`src/hw/rtl/ffa_pkg.sv`:
```
// Package: shared constants, types and status codes for the first-fit allocator.
package ffa_pkg;

   localparam int MaxSegmentsDefault = 64;
   localparam int HeaderBytesDefault = 40;
   localparam int AddrBitsDefault    = 20;
   localparam int AlignBytes         = 8;
   localparam int ArenaCap           = 1048576;
   localparam int SizeBits           = 21;
   localparam int OffsetBits         = 20;
   localparam logic [SizeBits-1:0] ArenaResetBytes = 21'd65536;

   typedef enum logic [1:0] {
      ST_DONE    = 2'd0,
      ST_NOFIT   = 2'd1,
      ST_IGNORED = 2'd2,
      ST_BADFREE = 2'd3
   } status_type;

   typedef enum logic [0:0] {
      ACT_ALLOC = 1'b0,
      ACT_FREE  = 1'b1
   } action_type;

   typedef enum logic [3:0] {
      S_IDLE,
      S_SCAN_REQ,
      S_SCAN_CHK,
      S_SHIFT_UP_RD,
      S_SHIFT_UP_WR,
      S_SPLIT,
      S_FREE_NEXT,
      S_FREE_NEXT_CHK,
      S_FREE_PREV,
      S_FREE_PREV_CHK,
      S_SHIFT_DN_RD,
      S_SHIFT_DN_WR,
      S_DONE
   } fsm_state_type;

endpackage

```
`src/hw/rtl/ffa_seg_table.sv`:
```
// Segment table memory: start, size and free mark per entry, one write and one read port.
module ffa_seg_table #(
   parameter int MAX_SEGMENTS = ffa_pkg::MaxSegmentsDefault,
   parameter int ADDR_BITS    = ffa_pkg::AddrBitsDefault,
   localparam int IdxBits     = $clog2(MAX_SEGMENTS)
) (
   input  logic                        clock,
   input  logic                        wr_en,
   input  logic [IdxBits-1:0]          wr_idx,
   input  logic [ADDR_BITS-1:0]        wr_start,
   input  logic [ffa_pkg::SizeBits-1:0] wr_size,
   input  logic                        wr_free,
   input  logic [IdxBits-1:0]          rd_idx,
   output logic [ADDR_BITS-1:0]        rd_start,
   output logic [ffa_pkg::SizeBits-1:0] rd_size,
   output logic                        rd_free
);

   logic [ADDR_BITS+ffa_pkg::SizeBits:0] mem_ff [MAX_SEGMENTS];
   logic [ADDR_BITS+ffa_pkg::SizeBits:0] rd_ff;

   always_ff @(posedge clock) begin
      if (wr_en) begin
         mem_ff[wr_idx] <= {wr_start, wr_size, wr_free};
      end
      rd_ff <= mem_ff[rd_idx];
   end

   assign {rd_start, rd_size, rd_free} = rd_ff;

endmodule

```
`src/hw/rtl/ffa_ctrl.sv`:
```
// Sequencer: table walk, split, coalesce and entry shifting; several states share one adder (add_sum).
module ffa_ctrl #(
   parameter int MAX_SEGMENTS = ffa_pkg::MaxSegmentsDefault,
   parameter int HEADER_BYTES = ffa_pkg::HeaderBytesDefault,
   parameter int ADDR_BITS    = ffa_pkg::AddrBitsDefault,
   localparam int IdxBits     = $clog2(MAX_SEGMENTS),
   localparam int CntBits     = $clog2(MAX_SEGMENTS + 1)
) (
   input  logic                          clock,
   input  logic                          reset,
   input  logic                          csr_write,
   input  logic [ffa_pkg::SizeBits-1:0]  csr_wdata,
   input  logic                          start,
   output logic                          busy,
   input  logic                          req_action,
   input  logic [ffa_pkg::SizeBits-1:0]  req_request_bytes,
   input  logic [ffa_pkg::OffsetBits-1:0] req_payload_offset,
   output logic                          rsp_strobe,
   output logic [1:0]                    rsp_status
);

   localparam int SB = ffa_pkg::SizeBits;
   localparam int WB = SB + 2;  // wide enough for need + header + 16

   localparam logic [WB-1:0] HdrW   = WB'(HEADER_BYTES);
   localparam logic [WB-1:0] SplitW = WB'(HEADER_BYTES + 2 * ffa_pkg::AlignBytes);
   localparam logic [WB-1:0] AlnM   = WB'(ffa_pkg::AlignBytes - 1);
   localparam logic [WB-1:0] CapW   = (ADDR_BITS < $clog2(ffa_pkg::ArenaCap))
                                      ? (WB'(1) << ADDR_BITS) : WB'(ffa_pkg::ArenaCap);

   ffa_pkg::fsm_state_type state_ff, state_in;

   logic [SB-1:0]         arena_ff, arena_in;
   logic                  init_ff, init_in;     // entry 0 overridden until written
   logic [CntBits-1:0]    count_ff, count_in;
   logic [SB-1:0]         used_ff, used_in;
   logic [SB-1:0]         peak_ff, peak_in;
   logic [CntBits-1:0]    idx_ff, idx_in;       // found entry
   logic [CntBits-1:0]    ptr_ff, ptr_in;       // walking pointer
   logic                  act_ff, act_in;
   logic [WB-1:0]         need_ff, need_in;
   logic [ADDR_BITS-1:0]  off_ff, off_in;
   logic [ADDR_BITS-1:0]  cur_start_ff, cur_start_in;
   logic [SB-1:0]         cur_size_ff, cur_size_in;
   logic [1:0]            status_ff, status_in;
   logic                  strobe_ff, strobe_in;

   logic                  wr_en;
   logic [IdxBits-1:0]    wr_idx, rd_idx;
   logic [ADDR_BITS-1:0]  wr_start, rd_start_raw, rd_start;
   logic [SB-1:0]         wr_size, rd_size_raw, rd_size;
   logic                  wr_free, rd_free_raw, rd_free;
   logic                  rd_zero_ff;

   // shared adder
   logic [WB-1:0]         add_a, add_b, add_sum;
   assign add_sum = add_a + add_b;

   logic [WB-1:0] arena_al;
   always_comb begin
      arena_al = (WB'(arena_ff) + AlnM) & ~AlnM;
      if (arena_al > CapW) arena_al = CapW & ~AlnM;
   end

   ffa_seg_table #(.MAX_SEGMENTS(MAX_SEGMENTS), .ADDR_BITS(ADDR_BITS)) u_table (
      .clock(clock), .wr_en(wr_en), .wr_idx(wr_idx), .wr_start(wr_start),
      .wr_size(wr_size), .wr_free(wr_free), .rd_idx(rd_idx),
      .rd_start(rd_start_raw), .rd_size(rd_size_raw), .rd_free(rd_free_raw));

   always_ff @(posedge clock) begin
      rd_zero_ff <= (rd_idx == '0);
   end

   always_comb begin
      if (init_ff && rd_zero_ff) begin
         rd_start = '0;
         rd_size  = arena_al[SB-1:0];
         rd_free  = 1'b1;
      end else begin
         rd_start = rd_start_raw;
         rd_size  = rd_size_raw;
         rd_free  = rd_free_raw;
      end
   end

   always_ff @(posedge clock) begin
      if (reset) begin
         state_ff  <= ffa_pkg::S_IDLE;
         arena_ff  <= ffa_pkg::ArenaResetBytes;
         init_ff   <= 1'b1;
         count_ff  <= CntBits'(1);
         used_ff   <= '0;
         peak_ff   <= '0;
         strobe_ff <= 1'b0;
      end else begin
         state_ff  <= state_in;
         arena_ff  <= arena_in;
         init_ff   <= init_in;
         count_ff  <= count_in;
         used_ff   <= used_in;
         peak_ff   <= peak_in;
         strobe_ff <= strobe_in;
      end
      idx_ff       <= idx_in;
      ptr_ff       <= ptr_in;
      act_ff       <= act_in;
      need_ff      <= need_in;
      off_ff       <= off_in;
      cur_start_ff <= cur_start_in;
      cur_size_ff  <= cur_size_in;
      status_ff    <= status_in;
   end

   always_comb begin
      state_in     = state_ff;
      arena_in     = arena_ff;
      init_in      = init_ff;
      count_in     = count_ff;
      used_in      = used_ff;
      peak_in      = peak_ff;
      idx_in       = idx_ff;
      ptr_in       = ptr_ff;
      act_in       = act_ff;
      need_in      = need_ff;
      off_in       = off_ff;
      cur_start_in = cur_start_ff;
      cur_size_in  = cur_size_ff;
      status_in    = status_ff;
      strobe_in    = 1'b0;
      wr_en        = 1'b0;
      wr_idx       = ptr_ff[IdxBits-1:0];
      wr_start     = rd_start;
      wr_size      = rd_size;
      wr_free      = rd_free;
      rd_idx       = ptr_ff[IdxBits-1:0];
      add_a        = WB'(req_request_bytes);
      add_b        = HdrW + AlnM;
      busy         = (state_ff != ffa_pkg::S_IDLE);

      unique case (state_ff)
         ffa_pkg::S_IDLE: begin
            if (csr_write) begin
               arena_in = csr_wdata;
               init_in  = 1'b1;
               count_in = CntBits'(1);
               used_in  = '0;
               peak_in  = '0;
            end else if (start) begin
               act_in  = req_action;
               need_in = add_sum & ~AlnM;
               off_in  = ADDR_BITS'(req_payload_offset);
               ptr_in  = '0;
               rd_idx  = '0;
               if ((req_action == ffa_pkg::ACT_ALLOC && req_request_bytes == '0) ||
                   (req_action == ffa_pkg::ACT_FREE && req_payload_offset == '0)) begin
                  status_in = ffa_pkg::ST_IGNORED;
                  state_in  = ffa_pkg::S_DONE;
               end else if (ffa_pkg::OffsetBits > ADDR_BITS && req_action == ffa_pkg::ACT_FREE
                            && (WB'(req_payload_offset) >> ADDR_BITS) != '0) begin
                  status_in = ffa_pkg::ST_BADFREE;
                  state_in  = ffa_pkg::S_DONE;
               end else begin
                  state_in = ffa_pkg::S_SCAN_CHK;
               end
            end
         end
         ffa_pkg::S_SCAN_REQ: begin
            state_in = ffa_pkg::S_SCAN_CHK;
         end
         ffa_pkg::S_SCAN_CHK: begin
            // header + start compare for free, size compare for alloc
            add_a = WB'(rd_start);
            add_b = HdrW;
            cur_start_in = rd_start;
            cur_size_in  = rd_size;
            idx_in       = ptr_ff;
            if (ptr_ff >= count_ff) begin
               status_in = act_ff ? ffa_pkg::ST_BADFREE : ffa_pkg::ST_NOFIT;
               state_in  = ffa_pkg::S_DONE;
            end else if (act_ff == ffa_pkg::ACT_ALLOC && rd_free && WB'(rd_size) >= need_ff) begin
               if (WB'(rd_size) >= need_ff + SplitW && count_ff < CntBits'(MAX_SEGMENTS)) begin
                  ptr_in   = count_ff - CntBits'(1);
                  state_in = ffa_pkg::S_SHIFT_UP_RD;
               end else begin
                  state_in = ffa_pkg::S_SPLIT;
               end
            end else if (act_ff == ffa_pkg::ACT_FREE && !rd_free &&
                         add_sum == WB'(off_ff)) begin
               state_in = ffa_pkg::S_FREE_NEXT;
            end else begin
               ptr_in   = ptr_ff + CntBits'(1);
               rd_idx   = IdxBits'(ptr_ff + CntBits'(1));
               state_in = ffa_pkg::S_SCAN_REQ;
            end
         end
         ffa_pkg::S_SHIFT_UP_RD: begin
            // ptr points at source entry to move up by one
            if (ptr_ff == idx_ff) begin
               state_in = ffa_pkg::S_SPLIT;
            end else begin
               state_in = ffa_pkg::S_SHIFT_UP_WR;
            end
         end
         ffa_pkg::S_SHIFT_UP_WR: begin
            wr_en    = 1'b1;
            wr_idx   = IdxBits'(ptr_ff + CntBits'(1));
            ptr_in   = ptr_ff - CntBits'(1);
            rd_idx   = IdxBits'(ptr_ff - CntBits'(1));
            if (ptr_ff == CntBits'(1)) init_in = 1'b0;
            state_in = ffa_pkg::S_SHIFT_UP_RD;
         end
         ffa_pkg::S_SPLIT: begin
            // phase A: write remainder (if splitting), then allocated entry
            if (WB'(cur_size_ff) >= need_ff + SplitW && count_ff < CntBits'(MAX_SEGMENTS)
                && ptr_ff == idx_ff) begin
               add_a    = WB'(cur_start_ff);
               add_b    = need_ff;
               wr_en    = 1'b1;
               wr_idx   = IdxBits'(idx_ff + CntBits'(1));
               wr_start = ADDR_BITS'(add_sum);
               wr_size  = cur_size_ff - need_ff[SB-1:0];
               wr_free  = 1'b1;
               count_in = count_ff + CntBits'(1);
               cur_size_in = need_ff[SB-1:0];
               ptr_in   = '1;  // mark remainder written
            end else begin
               add_a    = WB'(used_ff);
               add_b    = WB'(cur_size_ff);
               wr_en    = 1'b1;
               wr_idx   = idx_ff[IdxBits-1:0];
               wr_start = cur_start_ff;
               wr_size  = cur_size_ff;
               wr_free  = 1'b0;
               if (idx_ff == '0) init_in = 1'b0;
               used_in  = add_sum[SB-1:0];
               if (add_sum[SB-1:0] > peak_ff) peak_in = add_sum[SB-1:0];
               status_in = ffa_pkg::ST_DONE;
               state_in  = ffa_pkg::S_DONE;
            end
         end
         ffa_pkg::S_FREE_NEXT: begin
            used_in = used_ff - cur_size_ff;
            ptr_in  = idx_ff + CntBits'(1);
            rd_idx  = IdxBits'(idx_ff + CntBits'(1));
            state_in = ffa_pkg::S_FREE_NEXT_CHK;
         end
         ffa_pkg::S_FREE_NEXT_CHK: begin
            add_a = WB'(cur_size_ff);
            add_b = WB'(rd_size);
            if (ptr_ff < count_ff && rd_free) begin
               cur_size_in = add_sum[SB-1:0];
               ptr_in      = ptr_ff;  // removal of ptr entry, then prev check
               idx_in      = idx_ff;
               need_in     = '0;       // flag: prev check pending
               rd_idx      = IdxBits'(ptr_ff + CntBits'(1));
               ptr_in      = ptr_ff + CntBits'(1);
               state_in    = ffa_pkg::S_SHIFT_DN_RD;
            end else begin
               state_in = ffa_pkg::S_FREE_PREV;
            end
         end
         ffa_pkg::S_FREE_PREV: begin
            // write merged entry, then look at predecessor
            wr_en    = 1'b1;
            wr_idx   = idx_ff[IdxBits-1:0];
            wr_start = cur_start_ff;
            wr_size  = cur_size_ff;
            wr_free  = 1'b1;
            if (idx_ff == '0) init_in = 1'b0;
            if (idx_ff == '0) begin
               status_in = ffa_pkg::ST_DONE;
               state_in  = ffa_pkg::S_DONE;
            end else begin
               rd_idx   = IdxBits'(idx_ff - CntBits'(1));
               ptr_in   = idx_ff - CntBits'(1);
               state_in = ffa_pkg::S_FREE_PREV_CHK;
            end
         end
         ffa_pkg::S_FREE_PREV_CHK: begin
            add_a = WB'(cur_size_ff);
            add_b = WB'(rd_size);
            if (rd_free) begin
               wr_en    = 1'b1;
               wr_idx   = ptr_ff[IdxBits-1:0];
               wr_start = rd_start;
               wr_size  = add_sum[SB-1:0];
               wr_free  = 1'b1;
               need_in  = '1;  // flag: no more prev check
               ptr_in   = idx_ff + CntBits'(1);
               rd_idx   = IdxBits'(idx_ff + CntBits'(1));
               state_in = ffa_pkg::S_SHIFT_DN_RD;
            end else begin
               status_in = ffa_pkg::ST_DONE;
               state_in  = ffa_pkg::S_DONE;
            end
         end
         ffa_pkg::S_SHIFT_DN_RD: begin
            // ptr is source; it moves to ptr-1
            if (ptr_ff >= count_ff) begin
               count_in = count_ff - CntBits'(1);
               if (need_ff == '0) begin
                  state_in = ffa_pkg::S_FREE_PREV;
               end else begin
                  status_in = ffa_pkg::ST_DONE;
                  state_in  = ffa_pkg::S_DONE;
               end
            end else begin
               state_in = ffa_pkg::S_SHIFT_DN_WR;
            end
         end
         ffa_pkg::S_SHIFT_DN_WR: begin
            wr_en    = 1'b1;
            wr_idx   = IdxBits'(ptr_ff - CntBits'(1));
            ptr_in   = ptr_ff + CntBits'(1);
            rd_idx   = IdxBits'(ptr_ff + CntBits'(1));
            state_in = ffa_pkg::S_SHIFT_DN_RD;
         end
         ffa_pkg::S_DONE: begin
            strobe_in = 1'b1;
            state_in  = ffa_pkg::S_IDLE;
         end
         default: state_in = ffa_pkg::S_IDLE;
      endcase
   end

   assign rsp_strobe = strobe_ff;
   assign rsp_status = status_ff;

`ifndef NO_ASSERTIONS
   a_strobe_after_done: assert property (@(posedge clock) disable iff (reset)
      state_ff == ffa_pkg::S_DONE |=> rsp_strobe)
      else $error("missing result strobe");
   a_count_bound: assert property (@(posedge clock) disable iff (reset)
      count_ff >= CntBits'(1) && count_ff <= CntBits'(MAX_SEGMENTS))
      else $error("segment count out of range");
   a_used_le_peak: assert property (@(posedge clock) disable iff (reset)
      used_ff <= peak_ff)
      else $error("used exceeds peak");
   a_strobe_idle: assert property (@(posedge clock) disable iff (reset)
      rsp_strobe |-> state_ff == ffa_pkg::S_IDLE)
      else $error("strobe while busy");
`endif

endmodule

```
`src/hw/rtl/first_fit_allocator.sv`:
```
// Top level: first-fit arena allocator with split and coalesce.
// A split shifts the entries after the found one up; each merge shifts later ones down.
// One word at a time: busy drops in the strobe cycle; the receiver cannot stall
// and rsp_strobe lasts one cycle. Synchronous active-high reset, or a
// csr_arena_bytes write while idle, re-inits to one free segment; no clearing pass.
module first_fit_allocator #(
   parameter int MAX_SEGMENTS = ffa_pkg::MaxSegmentsDefault,
   parameter int HEADER_BYTES = ffa_pkg::HeaderBytesDefault,
   parameter int ADDR_BITS    = ffa_pkg::AddrBitsDefault
) (
   input  logic                           clock,
   input  logic                           reset,
   input  logic                           csr_write,
   input  logic [ffa_pkg::SizeBits-1:0]   csr_arena_bytes,
   input  logic                           start,
   output logic                           busy,
   input  logic                           req_action,
   input  logic [ffa_pkg::SizeBits-1:0]   req_request_bytes,
   input  logic [ffa_pkg::OffsetBits-1:0] req_payload_offset,
   output logic                           rsp_strobe,
   output logic [1:0]                     rsp_status
);

   // All table walking lives in the sequencer; the table has one write and one read port.
   ffa_ctrl #(
      .MAX_SEGMENTS(MAX_SEGMENTS),
      .HEADER_BYTES(HEADER_BYTES),
      .ADDR_BITS(ADDR_BITS)
   ) u_ctrl (
      .clock(clock), .reset(reset),
      .csr_write(csr_write), .csr_wdata(csr_arena_bytes),
      .start(start), .busy(busy),
      .req_action(req_action), .req_request_bytes(req_request_bytes),
      .req_payload_offset(req_payload_offset),
      .rsp_strobe(rsp_strobe), .rsp_status(rsp_status));

endmodule

```
`config.mk`:
```
export PLATFORM = sky130hd
export DESIGN_NAME = first_fit_allocator
export DESIGN_NICKNAME = d
export VERILOG_FILES = /design/src/hw/rtl/ffa_pkg.sv /design/src/hw/rtl/ffa_seg_table.sv /design/src/hw/rtl/ffa_ctrl.sv /design/src/hw/rtl/first_fit_allocator.sv
export SDC_FILE = /design/constraint.sdc
export NUM_CORES = 2
export LEC_CHECK = 0
export CORE_MARGIN = 4
export CORE_UTILIZATION = 40
export DETAILED_ROUTE_END_ITERATION = 12
export DONT_BUFFER_PORTS = 1
export GPL_ROUTABILITY_DRIVEN = 0
export MAX_ROUTING_LAYER = met4
export PLACE_DENSITY = 0.56
export SLEW_MARGIN = 25
export SYNTH_ARGS = -nofsm -noshare
export SYNTH_HDL_FRONTEND = slang
export SYNTH_SLANG_ARGS = --single-unit
```
`constraint.sdc`:
```
create_clock -name clock -period 11.23 [get_ports clock]
set_input_delay 1.123 -clock clock [delete_from_list [all_inputs] [get_ports clock]]
set_output_delay 1.123 -clock clock [all_outputs]
set_load 0.02 [all_outputs]
```
==> run_results.csv <==
group,metric,value,unit
outcome,outcome,"finished clean",
sta,setup_viol,0,
global_route,grt_max_degree,105,
sta,period_share,96.71,%
routing,wl_met2,180.4,mm
sta,rsz0062_at_grt,"false",
synthesis,synth-main-ff-cell,"edfxtp_1",
clock_network,cts_hold_buf,0,
floorplanning,io_pins,71,
synthesis,yosys_warnings,0,
routing,first_iter_violations,10120,
sta,finalSetupTns,0,ns
clock_network,clk_pin_slew,0.07,ns
placement,pre_cts_ws,0.4986,ns
sta,maxSlewViolCount,0,
synthesis,synth_nets,7501,
global_route,antenna_found_initial,15,
routing,vias_per_cell,6.173,
synthesis,yosysTopAreaCellShare,70.25,%
placement,post-dp-hpwl,229.3,mm
global_route,grtUsageTotal,25.09,%
sta,finalHoldViolCount,0,
routing,wl,384.3,mm
final_layout,fin_area,0.1369,sq mm
sta,relSlewSlack,17.41,%
setup_path,cp_max_fo,30,
placement,io_buffers,0,
final_layout,layout_commonest_cell,"edfxtp_1",
clock_network,clk_latency,0.91,ns
routing,wl_met3,35.33,mm
final_layout,fill_cells,25480,
clock_network,cts_made_buffers,309,
final_layout,nNetsFinal,7750,
floorplanning,die-area,0.3066,sq mm
final_layout,regArea,0.08565,sq mm
sta,fin_ws,0.3700,ns
sta,worst_clock_skew,0.1004,ns
sta,worst_pin_slew,1.230,ns
placement,dpl-instance-area,0.1268,sq mm
global_route,grt-ovfl-total,0,
final_layout,layoutNonFillerInstCount,11760,
clock_network,cts_root_buf,"clkbuf_16",
routing,ant_nets,0,
synthesis,synth_edf_count,2787,
global_route,grt_pass1_wl,538.7,mm
floorplanning,die_w,553.7,um
sta,period_minus_slack,10.86,ns
setup_path,crit_path_start_kind,"flop",
synthesis,yosysUniqueCellTypes,99,
setup_path,max_stage_delay,0.73,ns
final_layout,multi_input_area,0.03225,sq mm
global_route,grt_pass1_vias,69810,
clock_network,cts.sinks,2885,
routing,drcViolationCount,0,
synthesis,synthCells,7303,
synthesis,post-synth-top-area-cell,"edfxtp_1",
synthesis,yosysSeqAreaShare,71.90,%
synthesis,synth_area_leaders,"edfxtp_1 70%, mux4_2 9.5%, nand2_1 3.2%",
setup_path,critical_path.slowest_cell,"o211ai_1",
setup_path,end_kind,"flop",
routing,wl_met1,156.5,mm
final_layout,drive_gt1_share,18.77,%
synthesis,ys_async_sr_fraction,0,%
clock_network,tritoncts,"done",
floorplanning,die_h,553.7,um
synthesis,synth_area,0.1191,sq mm
synthesis,synth-seq-cells,2885,
routing,top_layer,"met4",
setup_path,worst_ep_arrival_time,11.59,ns
setup_path,setup.worst_path.class,"reg -> reg",
floorplanning,initial_utilization,40.14,%
min_path,hold_class,"in -> reg",
routing,drtPass1Iterations,12,
sta,max_freq,0.09208,GHz
routing,wl_per_cell,32.69,um
routing,vias,72580,
run,maxCapViolations,0,
synthesis,avgSynthCellArea,16.31,sq um
clock_network,cts_max_path_buffers,4,
setup_path,cp_data_required_time,11.96,ns
floorplanning,core_area,0.2968,sq mm
placement,placed_cells,11170,
clock_network,cts_max_level,5,
final_layout,area_delta_synth_final,14.96,%
floorplanning,fp-row-count,200,
final_layout,most-common-layout-cells,"2787 x edfxtp_1, 1007 x nand2_1, 504 x mux4_2",
per-layer routing:
layer	GRT usage [%]	vias to the layer above
li1	-	29640
met5	-	-
met4	7.400	0
met3	3.835	665
met2	38.70	4022
met1	34.72	38250
cell type report:
class	instances	area share (%)
antenna	20	0.03654
clock buffer	417	6.207
clock inverter	141	1.074
inverter	107	0.2933
multi-input combinational	3872	23.55
sequential	2885	62.54
tap	3939	3.599
timing repair buffer	377	2.701
cells in the mapped netlist (34+ instances only):
| cell | count |
|---|---|
| edfxtp_1 | 2787 |
| nand2_1 | 1013 |
| mux4_2 | 504 |
| nand3_1 | 418 |
| nor2_1 | 281 |
| clkbuf_1 | 280 |
| a21oi_1 | 178 |
| o21ai_0 | 134 |
| ha_1 | 128 |
| a22oi_1 | 107 |
| inv_1 | 106 |
| dfxtp_1 | 98 |
| a32oi_1 | 89 |
| xnor2_1 | 89 |
| nor3_1 | 71 |
| buf_2 | 69 |
| a22o_1 | 64 |
| a211oi_1 | 56 |
| a32o_1 | 56 |
| o221ai_1 | 51 |
| buf_1 | 48 |
| a31oi_1 | 45 |
| xor2_1 | 37 |
| o211ai_1 | 34 |
worst max-delay path, delay by kind of cell, from the launching register on:
kind,cells,cell delay (ns)
compound gates,17,5.39
xor+xnor,1,0.23
fa+ha+maj,3,0.91
buf+inv,4,1.31
flops,1,0.49
mux,1,0.19
simple gates,9,2.07
final timing paths:
check | startpoint | endpoint | slack [ns] | cells past startpoint
max | u_ctrl.need_ff[3] | u_ctrl.u_table.rd_ff[8] | 0.37 | 35
min | reset | u_ctrl.used_ff[19] | 0.30 | 1
max reg2reg | u_ctrl.need_ff[3] | u_ctrl.u_table.rd_ff[8] | 0.37 | 35
min reg2reg | u_ctrl.arena_ff[1] | u_ctrl.arena_ff[1] | 0.46 | 2
registers in the layout, indices dropped and copies added, names as in the netlist, 20 cells and up:
| register | cells |
|---|---|
| u_ctrl.cur_size_ff | 21 |
| u_ctrl.u_table.mem_ff | 2688 |
| u_ctrl.u_table.rd_ff | 42 |
| u_ctrl.off_ff | 20 |
| u_ctrl.need_ff | 21 |
| u_ctrl.used_ff | 21 |
| u_ctrl.cur_start_ff | 20 |
| u_ctrl.arena_ff | 21 |
stage by stage:
step | utilization [%] | hold slack [ns]
floorplan | - | 0.4310
global placement | 42.69 | 0.4324
detailed placement | 42.74 | 0.4512
CTS | 46.10 | 0.2312
global route | 46.13 | 0.2732
finish | 46.14 | 0.3027
what timing repair did:
action | CTS | global route
resized for setup | 0 | 2
hold endpoints to repair | 0 | 0
setup buffers | 0 | 2
setup endpoints to repair | 0 | 5
cells by family after synthesis:
kind of cell / after synthesis / synth area share [%]
fa+ha+maj: 134 / 1.420
compound gates: 1095 / 6.727
xor+xnor: 130 / 0.9978
simple gates: 1991 / 7.312
flops: 2885 / 71.90
mux: 522 / 9.684
buf+inv: 546 / 1.959
Power is left out: the tool's default activity adds up to more than one toggle a clock period on the data nets, which glitch-free logic cannot reach.
